## src/rtl/i2cm_pkg.sv

```systemverilog
// ----------------------------------------------------------------------------
// I2C master byte engine package
// Shared types and constants for the tick front end and the bit engine.
// ----------------------------------------------------------------------------
`default_nettype none

package i2cm_pkg;

  // Field and register widths fixed by the interface.
  localparam int unsigned ActionWidth = 3;
  localparam int unsigned ByteWidth   = 8;
  localparam int unsigned CfgWidth    = 16;
  localparam int unsigned StatusWidth = 2;
  localparam int unsigned BitCntWidth = 4;

  // Register reset values.
  localparam logic [CfgWidth-1:0] HalfPeriodReset = 16'd5;
  localparam logic [CfgWidth-1:0] StretchReset    = 16'd1000;

  // Bit counter landmarks: last data bit and the acknowledge bit.
  localparam logic [BitCntWidth-1:0] LastDataBit = 4'd7;
  localparam logic [BitCntWidth-1:0] DataBits    = 4'd8;

  // Action codes on the input channel.
  typedef enum logic [ActionWidth-1:0] {
    ACT_NONE  = 3'd0,
    ACT_START = 3'd1,
    ACT_STOP  = 3'd2,
    ACT_WRITE = 3'd3,
    ACT_READ  = 3'd4
  } action_e;

  // Configuration register indexes.
  typedef enum logic {
    REG_HALF_PERIOD = 1'b0,
    REG_STRETCH     = 1'b1
  } cfg_reg_e;

  // Status codes.
  typedef enum logic [StatusWidth-1:0] {
    ST_OK      = 2'd0,
    ST_NACK    = 2'd1,
    ST_TIMEOUT = 2'd2
  } status_e;

  // Classified command kind; unknown action codes fold into no command.
  typedef enum logic [2:0] {
    CMD_NONE,
    CMD_START,
    CMD_STOP,
    CMD_WRITE,
    CMD_READ
  } cmd_kind_e;

  // One classified tick as it travels through the queue.
  typedef struct packed {
    cmd_kind_e            kind;
    logic [ByteWidth-1:0] data;
    logic                 ack;
    logic                 scl;
    logic                 sda;
  } tick_item_t;

  // Level to put on SDA for the bit about to be driven.
  function automatic logic bit_level(input logic [BitCntWidth-1:0] bit_cnt,
                                     input logic                   rd_mode,
                                     input logic [ByteWidth-1:0]   shift,
                                     input logic                   send_ack);
    logic lvl;
    if (bit_cnt < DataBits) begin
      lvl = rd_mode ? 1'b1 : shift[ByteWidth-1];
    end else begin
      lvl = rd_mode ? ~send_ack : 1'b1;
    end
    return lvl;
  endfunction

endpackage

`default_nettype wire

```

## src/rtl/i2c_master_byte_engine_unit.sv

```systemverilog
// ----------------------------------------------------------------------------
// I2C master byte engine
// Open-drain I2C master driven by byte commands, one timebase tick per item.
// ----------------------------------------------------------------------------
//  Channel   Handshake               Payload
//  in        in_valid_i/in_ready_o   action, cmd_byte, ack_after_read, scl_in, sda_in
//  out       out_valid_o/out_ready_i scl/sda_release, busy_res, done_res, read_data, status
//  cfg       cfg_we_i (no wait)      cfg_idx_i, cfg_wdata_i
//
//  One tick is taken every clock cycle while the tick queue has room; each tick gives
//  its result item in the cycle after it leaves the two-entry tick queue.
//  The sequencer steps once per tick, set by the single result register.
//  Reset is asynchronous and active low; it releases both lines and restores
//  the register defaults. A stalled output holds the sequencer while the queue
//  keeps taking up to two further ticks.
`default_nettype none

module i2c_master_byte_engine_unit #(
  parameter int unsigned TIMER_WIDTH = 16
) (
  input  wire                              clk_i,
  input  wire                              rst_ni,
  input  wire                              cfg_we_i,
  input  wire                              cfg_idx_i,
  input  wire  [i2cm_pkg::CfgWidth-1:0]    cfg_wdata_i,
  input  wire                              in_valid_i,
  output logic                             in_ready_o,
  input  wire  [i2cm_pkg::ActionWidth-1:0] action_i,
  input  wire  [i2cm_pkg::ByteWidth-1:0]   cmd_byte_i,
  input  wire                              ack_after_read_i,
  input  wire                              scl_in_i,
  input  wire                              sda_in_i,
  output logic                             out_valid_o,
  input  wire                              out_ready_i,
  output logic                             scl_release_o,
  output logic                             sda_release_o,
  output logic                             busy_res_o,
  output logic                             done_res_o,
  output logic [i2cm_pkg::ByteWidth-1:0]   read_data_o,
  output logic [i2cm_pkg::StatusWidth-1:0] status_o
);
  import i2cm_pkg::*;

  logic       q_valid;
  logic       q_pop;
  tick_item_t q_item;

  // Front end: classify ticks and queue them.
  i2cm_front u_front (
    .clk_i            (clk_i),
    .rst_ni           (rst_ni),
    .in_valid_i       (in_valid_i),
    .in_ready_o       (in_ready_o),
    .action_i         (action_i),
    .cmd_byte_i       (cmd_byte_i),
    .ack_after_read_i (ack_after_read_i),
    .scl_in_i         (scl_in_i),
    .sda_in_i         (sda_in_i),
    .q_valid_o        (q_valid),
    .q_item_o         (q_item),
    .q_pop_i          (q_pop)
  );

  // Back end: bit sequencer and result register.
  i2cm_engine #(
    .TIMER_WIDTH (TIMER_WIDTH)
  ) u_engine (
    .clk_i         (clk_i),
    .rst_ni        (rst_ni),
    .cfg_we_i      (cfg_we_i),
    .cfg_idx_i     (cfg_idx_i),
    .cfg_wdata_i   (cfg_wdata_i),
    .q_valid_i     (q_valid),
    .q_item_i      (q_item),
    .q_pop_o       (q_pop),
    .out_valid_o   (out_valid_o),
    .out_ready_i   (out_ready_i),
    .scl_release_o (scl_release_o),
    .sda_release_o (sda_release_o),
    .busy_res_o    (busy_res_o),
    .done_res_o    (done_res_o),
    .read_data_o   (read_data_o),
    .status_o      (status_o)
  );

endmodule

`default_nettype wire

```

## src/rtl/i2cm_front.sv

```systemverilog
// ----------------------------------------------------------------------------
// I2C master tick front end
// Accepts ticks, classifies the action code and holds them in a two-entry
// queue in front of the bit engine.
// ----------------------------------------------------------------------------
`default_nettype none

module i2cm_front (
  input  wire                           clk_i,
  input  wire                           rst_ni,
  input  wire                           in_valid_i,
  output logic                          in_ready_o,
  input  wire  [i2cm_pkg::ActionWidth-1:0] action_i,
  input  wire  [i2cm_pkg::ByteWidth-1:0]   cmd_byte_i,
  input  wire                           ack_after_read_i,
  input  wire                           scl_in_i,
  input  wire                           sda_in_i,
  output logic                          q_valid_o,
  output i2cm_pkg::tick_item_t          q_item_o,
  input  wire                           q_pop_i
);
  import i2cm_pkg::*;

  tick_item_t  item_in;
  tick_item_t  slot_q [2];
  logic        wr_ptr_q, wr_ptr_d;
  logic        rd_ptr_q, rd_ptr_d;
  logic [1:0]  count_q, count_d;
  logic        push;
  logic        pop;

  // Classify the action; reserved codes become no command.
  always_comb begin
    case (action_e'(action_i))
      ACT_START: item_in.kind = CMD_START;
      ACT_STOP:  item_in.kind = CMD_STOP;
      ACT_WRITE: item_in.kind = CMD_WRITE;
      ACT_READ:  item_in.kind = CMD_READ;
      default:   item_in.kind = CMD_NONE;
    endcase
    item_in.data = cmd_byte_i;
    item_in.ack  = ack_after_read_i;
    item_in.scl  = scl_in_i;
    item_in.sda  = sda_in_i;
  end

  // Queue handshake.
  assign in_ready_o = (count_q != 2'd2);
  assign push       = in_valid_i && in_ready_o;
  assign q_valid_o  = (count_q != 2'd0);
  assign pop        = q_pop_i && q_valid_o;
  assign q_item_o   = slot_q[rd_ptr_q];

  // Pointer and fill count update.
  always_comb begin
    wr_ptr_d = push ? ~wr_ptr_q : wr_ptr_q;
    rd_ptr_d = pop ? ~rd_ptr_q : rd_ptr_q;
    count_d  = count_q + {1'b0, push} - {1'b0, pop};
  end

  always_ff @(posedge clk_i or negedge rst_ni) begin
    if (!rst_ni) begin
      wr_ptr_q <= 1'b0;
      rd_ptr_q <= 1'b0;
      count_q  <= 2'd0;
    end else begin
      wr_ptr_q <= wr_ptr_d;
      rd_ptr_q <= rd_ptr_d;
      count_q  <= count_d;
    end
  end

  // Queue storage carries no reset.
  always_ff @(posedge clk_i) begin
    if (push) begin
      slot_q[wr_ptr_q] <= item_in;
    end
  end

  // The fill count never passes the queue depth.
  assert property (@(posedge clk_i) disable iff (!rst_ni) count_q <= 2'd2)
    else $error("tick queue overfilled");

endmodule

`default_nettype wire

```

## src/rtl/i2cm_engine.sv

```systemverilog
// ----------------------------------------------------------------------------
// I2C master bit engine
// Runs start, stop and byte sequences one tick at a time, honours clock
// stretching and presents the line drives and status as a registered item.
// ----------------------------------------------------------------------------
`default_nettype none

module i2cm_engine #(
  parameter int unsigned TIMER_WIDTH = 16
) (
  input  wire                              clk_i,
  input  wire                              rst_ni,
  input  wire                              cfg_we_i,
  input  wire                              cfg_idx_i,
  input  wire  [i2cm_pkg::CfgWidth-1:0]    cfg_wdata_i,
  input  wire                              q_valid_i,
  input  wire  i2cm_pkg::tick_item_t       q_item_i,
  output logic                             q_pop_o,
  output logic                             out_valid_o,
  input  wire                              out_ready_i,
  output logic                             scl_release_o,
  output logic                             sda_release_o,
  output logic                             busy_res_o,
  output logic                             done_res_o,
  output logic [i2cm_pkg::ByteWidth-1:0]   read_data_o,
  output logic [i2cm_pkg::StatusWidth-1:0] status_o
);
  import i2cm_pkg::*;

  typedef enum logic [3:0] {
    PH_IDLE,
    PH_ST_WAIT,
    PH_ST_HIGH,
    PH_ST_SDA,
    PH_ST_SCL,
    PH_SP_WAIT,
    PH_SP_HIGH,
    PH_SP_SDA,
    PH_BIT_LOW,
    PH_BIT_WAIT,
    PH_BIT_HIGH,
    PH_TAIL
  } phase_e;

  logic [CfgWidth-1:0]    half_q, stretch_q;
  logic [TIMER_WIDTH-1:0] half_clip, stretch_lim, hold_lim;
  logic [TIMER_WIDTH-1:0] tick_inc, str_inc;
  logic                   hold_over, str_timeout;

  phase_e                 phase_q, phase_d;
  logic [BitCntWidth-1:0] bc_q, bc_d;
  logic [ByteWidth-1:0]   sr_q, sr_d, shift_new;
  logic [TIMER_WIDTH-1:0] tick_q, tick_d;
  logic [TIMER_WIDTH-1:0] str_q, str_d;
  logic                   ack_q, ack_d;
  logic                   scl_q, scl_d;
  logic                   sda_q, sda_d;
  logic [StatusWidth-1:0] st_q, st_d;
  logic                   rd_q, rd_d;
  logic                   nack_q, nack_d;
  logic [ByteWidth-1:0]   rx_q, rx_d;
  logic                   done_q, done_d;
  logic                   out_valid_q;
  logic                   step;

  // Configuration registers.
  always_ff @(posedge clk_i or negedge rst_ni) begin
    if (!rst_ni) begin
      half_q    <= HalfPeriodReset;
      stretch_q <= StretchReset;
    end else if (cfg_we_i) begin
      case (cfg_reg_e'(cfg_idx_i))
        REG_HALF_PERIOD: half_q    <= cfg_wdata_i;
        REG_STRETCH:     stretch_q <= cfg_wdata_i;
        default: ;
      endcase
    end
  end

  // Register values clipped to what the timers can count.
  if (TIMER_WIDTH >= CfgWidth) begin : g_wide_timer
    assign half_clip   = TIMER_WIDTH'(half_q);
    assign stretch_lim = TIMER_WIDTH'(stretch_q);
  end else begin : g_narrow_timer
    assign half_clip   = (|half_q[CfgWidth-1:TIMER_WIDTH]) ? '1 : half_q[TIMER_WIDTH-1:0];
    assign stretch_lim = (|stretch_q[CfgWidth-1:TIMER_WIDTH]) ? '1 :
                         stretch_q[TIMER_WIDTH-1:0];
  end

  // Saturating tick and stretch counters with their limit compares.
  always_comb begin
    hold_lim    = (half_clip == '0) ? TIMER_WIDTH'(1) : half_clip;
    tick_inc    = (tick_q != '1) ? tick_q + 1'b1 : tick_q;
    str_inc     = (str_q != '1) ? str_q + 1'b1 : str_q;
    hold_over   = (tick_inc >= hold_lim);
    str_timeout = (str_inc >= stretch_lim);
  end

  // One tick is executed whenever the result slot is free or being emptied.
  assign step    = q_valid_i && (!out_valid_q || out_ready_i);
  assign q_pop_o = step;

  // Sequencer next state for one tick.
  always_comb begin
    phase_d   = phase_q;
    bc_d      = bc_q;
    sr_d      = sr_q;
    tick_d    = tick_q;
    str_d     = str_q;
    ack_d     = ack_q;
    scl_d     = scl_q;
    sda_d     = sda_q;
    st_d      = st_q;
    rd_d      = rd_q;
    nack_d    = nack_q;
    rx_d      = rx_q;
    done_d    = 1'b0;
    shift_new = {sr_q[ByteWidth-2:0], q_item_i.sda};

    case (phase_q)
      PH_IDLE: begin
        tick_d = '0;
        str_d  = '0;
        case (q_item_i.kind)
          CMD_START: begin
            phase_d = PH_ST_WAIT;
            scl_d   = 1'b1;
            sda_d   = 1'b1;
          end
          CMD_STOP: begin
            phase_d = PH_SP_WAIT;
            scl_d   = 1'b1;
            sda_d   = 1'b0;
          end
          CMD_WRITE, CMD_READ: begin
            rd_d    = (q_item_i.kind == CMD_READ);
            ack_d   = q_item_i.ack;
            sr_d    = rd_d ? '0 : q_item_i.data;
            bc_d    = '0;
            nack_d  = 1'b0;
            phase_d = PH_BIT_LOW;
            scl_d   = 1'b0;
            sda_d   = bit_level('0, rd_d, sr_d, ack_d);
          end
          default: begin
            tick_d = tick_q;
            str_d  = str_q;
          end
        endcase
      end

      // Waiting for a released SCL to read high.
      PH_ST_WAIT, PH_SP_WAIT, PH_BIT_WAIT: begin
        if (q_item_i.scl) begin
          tick_d = '0;
          str_d  = '0;
          scl_d  = 1'b1;
          case (phase_q)
            PH_ST_WAIT: begin
              phase_d = PH_ST_HIGH;
              sda_d   = 1'b1;
            end
            PH_SP_WAIT: begin
              phase_d = PH_SP_HIGH;
              sda_d   = 1'b0;
            end
            default: phase_d = PH_BIT_HIGH;
          endcase
        end else begin
          str_d = str_inc;
          if (str_timeout) begin
            if (phase_q == PH_BIT_WAIT && rd_q && bc_q < DataBits) begin
              rx_d = '0;
            end
            phase_d = PH_IDLE;
            scl_d   = 1'b1;
            sda_d   = 1'b1;
            tick_d  = '0;
            str_d   = '0;
            st_d    = ST_TIMEOUT;
            done_d  = 1'b1;
          end
        end
      end

      // Timed half periods.
      PH_ST_HIGH, PH_ST_SDA, PH_ST_SCL, PH_SP_HIGH, PH_SP_SDA,
      PH_BIT_LOW, PH_BIT_HIGH, PH_TAIL: begin
        tick_d = tick_inc;
        if (hold_over) begin
          tick_d = '0;
          str_d  = '0;
          case (phase_q)
            PH_ST_HIGH: begin
              phase_d = PH_ST_SDA;
              scl_d   = 1'b1;
              sda_d   = 1'b0;
            end
            PH_ST_SDA: begin
              phase_d = PH_ST_SCL;
              scl_d   = 1'b0;
              sda_d   = 1'b0;
            end
            PH_ST_SCL: begin
              phase_d = PH_IDLE;
              scl_d   = 1'b0;
              sda_d   = 1'b0;
              st_d    = ST_OK;
              done_d  = 1'b1;
            end
            PH_SP_HIGH: begin
              phase_d = PH_SP_SDA;
              scl_d   = 1'b1;
              sda_d   = 1'b1;
            end
            PH_SP_SDA: begin
              phase_d = PH_IDLE;
              scl_d   = 1'b1;
              sda_d   = 1'b1;
              st_d    = ST_OK;
              done_d  = 1'b1;
            end
            PH_BIT_LOW: begin
              phase_d = PH_BIT_WAIT;
              scl_d   = 1'b1;
            end
            PH_BIT_HIGH: begin
              if (bc_q < DataBits) begin
                // Sample SDA at the end of the high half and move on.
                sr_d = shift_new;
                if (bc_q == LastDataBit && rd_q) begin
                  rx_d = shift_new;
                end
                bc_d    = bc_q + 1'b1;
                phase_d = PH_BIT_LOW;
                scl_d   = 1'b0;
                sda_d   = bit_level(bc_d, rd_q, shift_new, ack_q);
              end else begin
                nack_d  = rd_q ? 1'b0 : q_item_i.sda;
                phase_d = PH_TAIL;
                scl_d   = 1'b0;
              end
            end
            default: begin
              phase_d = PH_IDLE;
              scl_d   = 1'b0;
              sda_d   = 1'b1;
              st_d    = nack_q ? ST_NACK : ST_OK;
              done_d  = 1'b1;
            end
          endcase
        end
      end

      default: begin
        phase_d = PH_IDLE;
        scl_d   = 1'b1;
        sda_d   = 1'b1;
        tick_d  = '0;
        str_d   = '0;
      end
    endcase
  end

  // State and the registered result item.
  always_ff @(posedge clk_i or negedge rst_ni) begin
    if (!rst_ni) begin
      phase_q     <= PH_IDLE;
      bc_q        <= '0;
      sr_q        <= '0;
      tick_q      <= '0;
      str_q       <= '0;
      ack_q       <= 1'b0;
      scl_q       <= 1'b1;
      sda_q       <= 1'b1;
      st_q        <= ST_OK;
      rd_q        <= 1'b0;
      nack_q      <= 1'b0;
      rx_q        <= '0;
      done_q      <= 1'b0;
      out_valid_q <= 1'b0;
    end else begin
      if (step) begin
        phase_q <= phase_d;
        bc_q    <= bc_d;
        sr_q    <= sr_d;
        tick_q  <= tick_d;
        str_q   <= str_d;
        ack_q   <= ack_d;
        scl_q   <= scl_d;
        sda_q   <= sda_d;
        st_q    <= st_d;
        rd_q    <= rd_d;
        nack_q  <= nack_d;
        rx_q    <= rx_d;
        done_q  <= done_d;
      end
      if (step) begin
        out_valid_q <= 1'b1;
      end else if (out_ready_i) begin
        out_valid_q <= 1'b0;
      end
    end
  end

  // The result item is the state left by the tick.
  assign out_valid_o   = out_valid_q;
  assign scl_release_o = scl_q;
  assign sda_release_o = sda_q;
  assign busy_res_o    = (phase_q != PH_IDLE);
  assign done_res_o    = done_q;
  assign read_data_o   = rx_q;
  assign status_o      = st_q;

  // A completed command always leaves the engine idle.
  assert property (@(posedge clk_i) disable iff (!rst_ni) done_q |-> phase_q == PH_IDLE)
    else $error("done raised while still busy");

  // A result that waits to be taken freezes the sequencer.
  assert property (@(posedge clk_i) disable iff (!rst_ni)
      out_valid_q && !out_ready_i |=> $stable(phase_q) && $stable(tick_q))
    else $error("sequencer moved under a stalled result");

  // The bit counter never runs past the acknowledge bit.
  assert property (@(posedge clk_i) disable iff (!rst_ni) bc_q <= DataBits)
    else $error("bit counter overran");

  // A timeout reports with both lines released.
  assert property (@(posedge clk_i) disable iff (!rst_ni)
      done_q && st_q == ST_TIMEOUT |-> scl_q && sda_q)
    else $error("timeout left a line pulled low");

endmodule

`default_nettype wire

```

## config.mk

```make
export PLATFORM = sky130hd
export DESIGN_NAME = i2c_master_byte_engine_unit
export DESIGN_NICKNAME = d
export VERILOG_FILES = /design/src/rtl/i2cm_pkg.sv /design/src/rtl/i2c_master_byte_engine_unit.sv /design/src/rtl/i2cm_front.sv /design/src/rtl/i2cm_engine.sv
export SDC_FILE = /design/constraint.sdc
export NUM_CORES = 1
export LEC_CHECK = 0
export BUFFER_PORTS_ARGS = -buffer_cell sky130_fd_sc_hd__buf_2
export CAP_MARGIN = 20
export CORE_ASPECT_RATIO = 2
export CORE_UTILIZATION = 40
export DETAILED_ROUTE_END_ITERATION = 10
export PLACE_DENSITY_LB_ADDON = 0.1
export SYNTH_ARGS = -nofsm -noshare
export SYNTH_HDL_FRONTEND = slang
export SYNTH_HIERARCHICAL = 1
export SYNTH_SLANG_ARGS = --single-unit
export TNS_END_PERCENT = 5
```

## constraint.sdc

```tcl
create_clock -name clk_i -period 5.09 [get_ports clk_i]
set_input_delay 1.018 -clock clk_i [delete_from_list [all_inputs] [get_ports clk_i]]
set_output_delay 1.018 -clock clk_i [all_outputs]
set_load 0.01 [all_outputs]
```

* After elaboration in Yosys (flattened, before gate mapping)
Memory sizes are Yosys's and may differ from the RTL's. Index checks and enable logic that the tools add are counted.
Word-level totals: flip-flop bits (word level) 100, bits in writable memories 28, bits of input ports 36, output and inout bits 16, word-level logic and storage cells 187, memories kept 1
Cells by class: $add $sub $neg 5, magnitude comparators 4, equal/unequal tests 40, mux-type cells 78, bitwise operators 4, reductions and logical operators 36
Memories:
- u_front.slot_q | words 2, width 14, read ports 1, clocked after Yosys merged registers in 0, wr ports 1, RTL line i2cm_front.sv:25 | tick_item_t slot_q [2];
Operator list (count):
- 16-bit two-way mux | 10
- 16-bit case mux with 3 select lines | 2
- 8-bit two-way mux | 8
- 16-bit by 1-bit adder with 16-bit output (second input constant) | 2
- 16-bit greater-or-equal comparator | 2
- 16-bit inequality test (second input constant) | 2
- 4-bit two-way mux | 7
- 7-bit two-way mux | 4
- 1-bit two-way mux | 25
- 4-bit case mux with 3 select lines | 2
- 4-bit by 3-bit == test with 1-bit output (second input constant) | 5
- 4-bit case mux with 5 select lines | 1
- 6-bit AND reduction | 3
- 4-bit == test (second input constant) | 4
- 16-bit zero test | 1
- 4-bit case mux with 2 select lines | 2
- 8-bit case mux with 2 select lines | 1
- 2-bit inequality test (second input constant) | 7
- 7-bit case mux with 2 select lines | 1
- 3-bit by 2-bit == test with 1-bit output (second input constant) | 4
- 2-bit by 1-bit inequality test with 1-bit output (second input constant) | 6
- 1-bit case mux with 3 select lines | 4
- 3-bit case mux with 4 select lines | 1
- 3-bit AND reduction | 3
- 31 further kinds | 60

* Longest topological paths before layout
word-level depth 7, gate-level depth with buffers 16, gate-level depth less buffers 13

* Hierarchy
Netlist, hierarchy kept.
Modules (own cells, without submodules):
- i2cm_engine | times used 1, cells each 636, area an instance 6005.8 um^2, seq. area each 2414.8 um^2
- i2cm_front | times used 1, cells each 64, area an instance 1273.7 um^2, seq. area each 940.9 um^2

* Worst setup path after synthesis
No wires, ideal clock.
path kind reg2reg, from reg u_engine.str_q[0], to reg u_engine.tick_q[1], setup time 0.068 ns, arrival 3.826 ns, data required time 5.022 ns, slack 1.197 ns, cell stages (with the launch flop) 15, path buffers 1, period minus slack after synthesis 3.893 ns, path through dfrtp_1 > ha_1 > nand3_1 > nor4_1 > a21oi_1 > nor3b_1 > xor2_1 > ha_1 > nand4_1 > or4_1 > o32a_1 > and2_1 > buf_6 > nor3_4 > a32o_1
On the way: longest elaborated chain between the ends 5, elaborated cells on any way between the ends 6, classes of those cells add/sub (1); order compare (1); eq/ne (2); mux (1); reduce/logical (1)
Ends and longest elaborated chain:
- start: declaration | RTL line i2cm_engine.sv:54 | logic [TIMER_WIDTH-1:0] str_q, str_d;
- start signal: assignment | RTL line i2cm_engine.sv:288 | str_q <= str_d;
- 16-bit by 1-bit adder with 16-bit output / 16-bit inequality test (equally long branches) | RTL line i2cm_engine.sv:94 | str_inc = (str_q != '1) ? str_q + 1'b1 : str_q;
- 16-bit two-way mux (*) | RTL line i2cm_engine.sv:94
- 16-bit greater-or-equal comparator (*) | RTL line i2cm_engine.sv:96 | str_timeout = (str_inc >= stretch_lim);
- 3-bit by 2-bit inequality test with 1-bit output (no source line) (*)
- 3-bit AND reduction (no source line) (*)
- end signal: assignment | RTL line i2cm_engine.sv:287 | tick_q <= tick_d;
- end: declaration | RTL line i2cm_engine.sv:53 | logic [TIMER_WIDTH-1:0] tick_q, tick_d;
Mark *: on every way between the ends. The rest lies on a longest branch, timed or not. A chain may end at the register's enable or synchronous reset.

* Worst setup path in the final report
from reg u_engine.tick_q[0], to reg u_engine.sr_q[3]
On the way: longest elaborated chain between the ends 5, elaborated cells on any way between the ends 6, classes of those cells add/sub (1); order compare (1); eq/ne (2); mux (1); reduce/logical (1)
Ends and longest elaborated chain:
- 16-bit by 1-bit adder with 16-bit output / 16-bit inequality test (equally long branches) | RTL line i2cm_engine.sv:93 | tick_inc = (tick_q != '1) ? tick_q + 1'b1 : tick_q;
- 16-bit two-way mux (*) | RTL line i2cm_engine.sv:93
- 16-bit greater-or-equal comparator (*) | RTL line i2cm_engine.sv:95 | hold_over = (tick_inc >= hold_lim);
- 2-bit by 1-bit inequality test with 1-bit output (no source line) (*)
- 6-bit AND reduction (no source line) (*)
- end signal: assignment | RTL line i2cm_engine.sv:286 | sr_q <= sr_d;
- end: declaration | RTL line i2cm_engine.sv:52 | logic [ByteWidth-1:0] sr_q, sr_d, shift_new;
Marked as above.

==> impl_results.md <==
- Worst-case vdd ir drop: 0.000314 V
- Clock latency on the worst-skew pair: 420 ps
- Share of the synthesized area in the top cell type: between 30% and 40%
- Area added between synthesis and finish: 13.5%
- Detailed-router iteration count before antenna repair: 4
- Total negative slack for setup checks: 0 ps
- Net Sw Frac: 36.7%
- Relative slew slack: 40.2%
- Detailed Route WL: approximately 17000 um
- Peak fanout along the critical path: 11
- Horizontal die dimension: slightly below 100 um
- Nature of the critical path endpoint: register
- Portion of the clock cycle consumed by the worst path in the final layout: 90.2%
- I/O pin total: 52
- Max frequency: 218 MHz
- Setup repair bufs after CTS: 0
- Final estimated routing congestion in global placement: between 0.8 and 0.9
- Logic pwr share: 35.8%
- Proportion of register bits with asynchronous set or reset after synthesis: slightly below 80%
- Classification of the worst setup path: reg2reg
- Number of instances in the synthesized netlist: 700
- Number of buffers created by CTS: 17
- RSZ-0062 raised after global routing: false
- Transition time at the pin with the least slew margin: 896 ps
- Power share of the sequential group: 36.3%
- Root buf cell: sky130_fd_sc_hd__clkbuf_16
- Clock slew at reported path FFs: around 60 ps
- Minimum period implied by the final worst setup slack: 4590 ps
- EDFF count, synth: 28
- Data required, critical path: 5390 ps
- Final routed wire length divided by cell count: about 18 um
- Clk pwr share: 27.9%
- Outcome: complete, no violations
- Initial core utilization: 40.9%
- DP Area: 7710 um^2
- Utilization after layout: 46.4%
- Post-Route Skew: 11.8 ps
- Maximum number of pins on one net before global-route repair: 66
- Worst slack at placement: 472 ps
- Mean instance size in the synthesized netlist: 10.4 um^2
- Final number of setup-violating endpoints: 0
- Core ar.: 17800 um^2
- Arrival time at the worst endpoint: approximately 5000 ps
- Residual DRC count: 0
- # clock sinks: 128
- Internal power: 0.00258 W
- Floorplan die area: 18800 um^2
- Standard-cell row count: 69
- Leakage power: 3.76 nW
- Switch Pwr: about 0.0015 W
- CTS resizes: 0
- Critical Path Source Type: register
- # hold bufs at CTS: 0
- Fraction of layout instances using a drive strength above 1: 22.5%
- Final worst setup slack: 497 ps
- Maximum clock path buffer count: 2
- I/O Buffers: 51
- # nets final: slightly above 800
- Max Transition Viols Final: 0
- Initial antenna violation count: 0
- Detailed router's first-iteration violation count: between 200 and 250
- Ys flop type: sky130_fd_sc_hd__dfrtp_1
- Detail-routed via count per cell: between 5 and 6
- Die extent in y: 193 um
- Post-DP HPWL: 13300 um
- Antenna fix cells: 0
- Number of nets with antenna violations after detailed routing: 0
- H-tree level count: 4
- Total of fill cells in the finished design: 1710
- Sequential cell area fraction in the yosys report: 46.1%
- Global-route congestion overflow total: 0
- Synthesized Nets: between 700 and 800
- Worst reg-to-reg setup slack: between 400 and 500 ps
- Synthesis-stage register bit count: 128
- Reported max-cap violation count: 0
- Count of endpoints failing hold in the final timing report: 0
- Most frequent standard cell in the layout excluding fill and tap cells: sky130_fd_sc_hd__dfrtp_1
- Number of global-route vias before repair: 5658
- Total number of vias: roughly 5400
- Top post-synthesis cells by area: sky130_fd_sc_hd__dfrtp_1 31%, sky130_fd_sc_hd__edfxtp_1 12%, sky130_fd_sc_hd__mux2_2 7.9%
- Overall track demand over capacity in global routing: 20.0%
- Distinct cell type count of the synthesized netlist: 64
- TritonCTS clock tree: yes
- Top library cells by usage in the layout, fill and taps aside: 90 x sky130_fd_sc_hd__dfrtp_1, 56 x sky130_fd_sc_hd__nand2_1, 51 x sky130_fd_sc_hd__mux2_2
- Combined area of all synthesized cells: 7280 um^2
- Yosys warning total: 6
- Classification of the worst-slack hold path: reg2reg
- Power Dens Cells: 493 nW/um^2
- Post-layout instance area: around 8300 um^2
- Wire length of the first global-routing pass: 28600 um
- Cell type contributing the most total cell area after synthesis: sky130_fd_sc_hd__dfrtp_1
cells by family after synthesis:
group / count (synthesis) / synth area share, %
AO/OA/AOI/OAI: 153 / 13.9
multiplexers: 71 / 11.3
AND/OR/NAND/NOR: 210 / 14.9
adder cells (fa/ha/maj): 37 / 6.36
buffers and inverters: 75 / 4.38
XOR/XNOR: 26 / 3.13
flip-flops: 128 / 46.1
metal layers:
metal  part of all wire, %  global-route usage (%)  wire [um]
met1                    38                    20.6       6660
met2                    57                    38.5       9900
met3                   2.3                    3.77        407
met4                   3.0                    9.33        526
met5                     0                       0          0
Yosys cell counts, types with 10 or more instances:
library cell and count:
sky130_fd_sc_hd__clkbuf_1 15, sky130_fd_sc_hd__ha_1 37, sky130_fd_sc_hd__xor2_1 11, sky130_fd_sc_hd__and2_1 11, sky130_fd_sc_hd__nand2b_1 13, sky130_fd_sc_hd__a22o_1 11
sky130_fd_sc_hd__nand4_1 12, sky130_fd_sc_hd__nor3_1 13, sky130_fd_sc_hd__inv_1 42, sky130_fd_sc_hd__nor2_1 35, sky130_fd_sc_hd__edfxtp_1 28, sky130_fd_sc_hd__mux2i_1 11
sky130_fd_sc_hd__a21oi_1 40, sky130_fd_sc_hd__dfstp_2 10, sky130_fd_sc_hd__o21ai_0 33, sky130_fd_sc_hd__mux2_2 51, sky130_fd_sc_hd__o21a_1 10, sky130_fd_sc_hd__nor2b_1 12
sky130_fd_sc_hd__xnor2_1 15, sky130_fd_sc_hd__dfrtp_1 90, sky130_fd_sc_hd__buf_2 12, sky130_fd_sc_hd__nand3_1 24, sky130_fd_sc_hd__nand2_1 56
final timing paths:
check | end | start | cells past startpoint
setup / recovery | u_engine/sr_q[3]$_DFFE_PN0P_ | u_engine/tick_q[0]$_DFFE_PN0P_ | 13
hold / removal | u_engine/done_res_o$_DFFE_PN0P_ | u_engine/done_res_o$_DFFE_PN0P_ | 2
min in group asynchronous | u_engine/str_q[7]$_DFFE_PN0P_ | rst_ni | 1
setup reg to reg | u_engine/sr_q[3]$_DFFE_PN0P_ | u_engine/tick_q[0]$_DFFE_PN0P_ | 13
hold reg to reg | u_engine/done_res_o$_DFFE_PN0P_ | u_engine/done_res_o$_DFFE_PN0P_ | 2
max in group asynchronous | u_engine/sda_release_o$_DFFE_PN1P_ | rst_ni | 2
per-stage QoR:
stage / hold WS (ps) / power (W) / cells
CTS: 493 / 0.00413 / 972
detailed placement: 473 / 0.00297 / 940
global placement: 470 / 0.00293 / 940
global route: 524 / 0.00436 / 972
finish: 488 / 0.00407 / 972
floorplan: 460 / 0.00255 / 700
registers in the layout, indices dropped and copies added, names as in the netlist:
signal,flops
u_engine/nack_q,1
u_engine/half_clip,16
u_engine/scl_release_o,1
u_engine/stretch_lim,16
u_front/slot_q,28
u_engine/out_valid_o,1
u_engine/sda_release_o,1
u_engine/status_o,2
u_engine/tick_q,16
u_engine/rd_q,1
u_engine/str_q,16
u_front/count_q,2
u_engine/phase_q,4
u_front/wr_ptr_q,1
u_engine/ack_q,1
u_engine/done_res_o,1
u_engine/read_data_o,8
u_front/rd_ptr_q,1
u_engine/sr_q,7
u_engine/bc_q,4
worst max-delay path, cell delays in order (launching register included):
cell and delay [ps]:
sky130_fd_sc_hd__dfrtp_1 420, sky130_fd_sc_hd__ha_1 240, sky130_fd_sc_hd__and3_1 260, sky130_fd_sc_hd__nand4_1 200
sky130_fd_sc_hd__o21ai_1 630, sky130_fd_sc_hd__nor2_1 160, sky130_fd_sc_hd__xor2_1 190, sky130_fd_sc_hd__ha_1 300
sky130_fd_sc_hd__nand2_1 60, sky130_fd_sc_hd__nor3_1 330, sky130_fd_sc_hd__or4b_1 570, sky130_fd_sc_hd__nand3_2 230
sky130_fd_sc_hd__nand3_1 450, sky130_fd_sc_hd__mux2_2 440
power groups by stage:
stage                     combinational [W]  sequential (W)  clock, W
final                               0.00146         0.00148   0.00114
after global routing                0.00163         0.00151   0.00122
after CTS                           0.00148         0.00148   0.00117
after detailed placement            0.00148         0.00149         0
after global placement              0.00144         0.00148         0
after floorplan                     0.00116         0.00139         0
final cells by class:
type                    count  area (um^2)  area share (%)
clock inverters            11         82.6            1.00
well taps                 213          267            3.23
multi-input cells         497         3600            43.6
clock buffers              21          472            5.71
inverters                  43          161            1.95
repair buffers             59          318            3.85
flip-flops and latches    128         3360            40.6
Power figures use the tool's default switching activity.
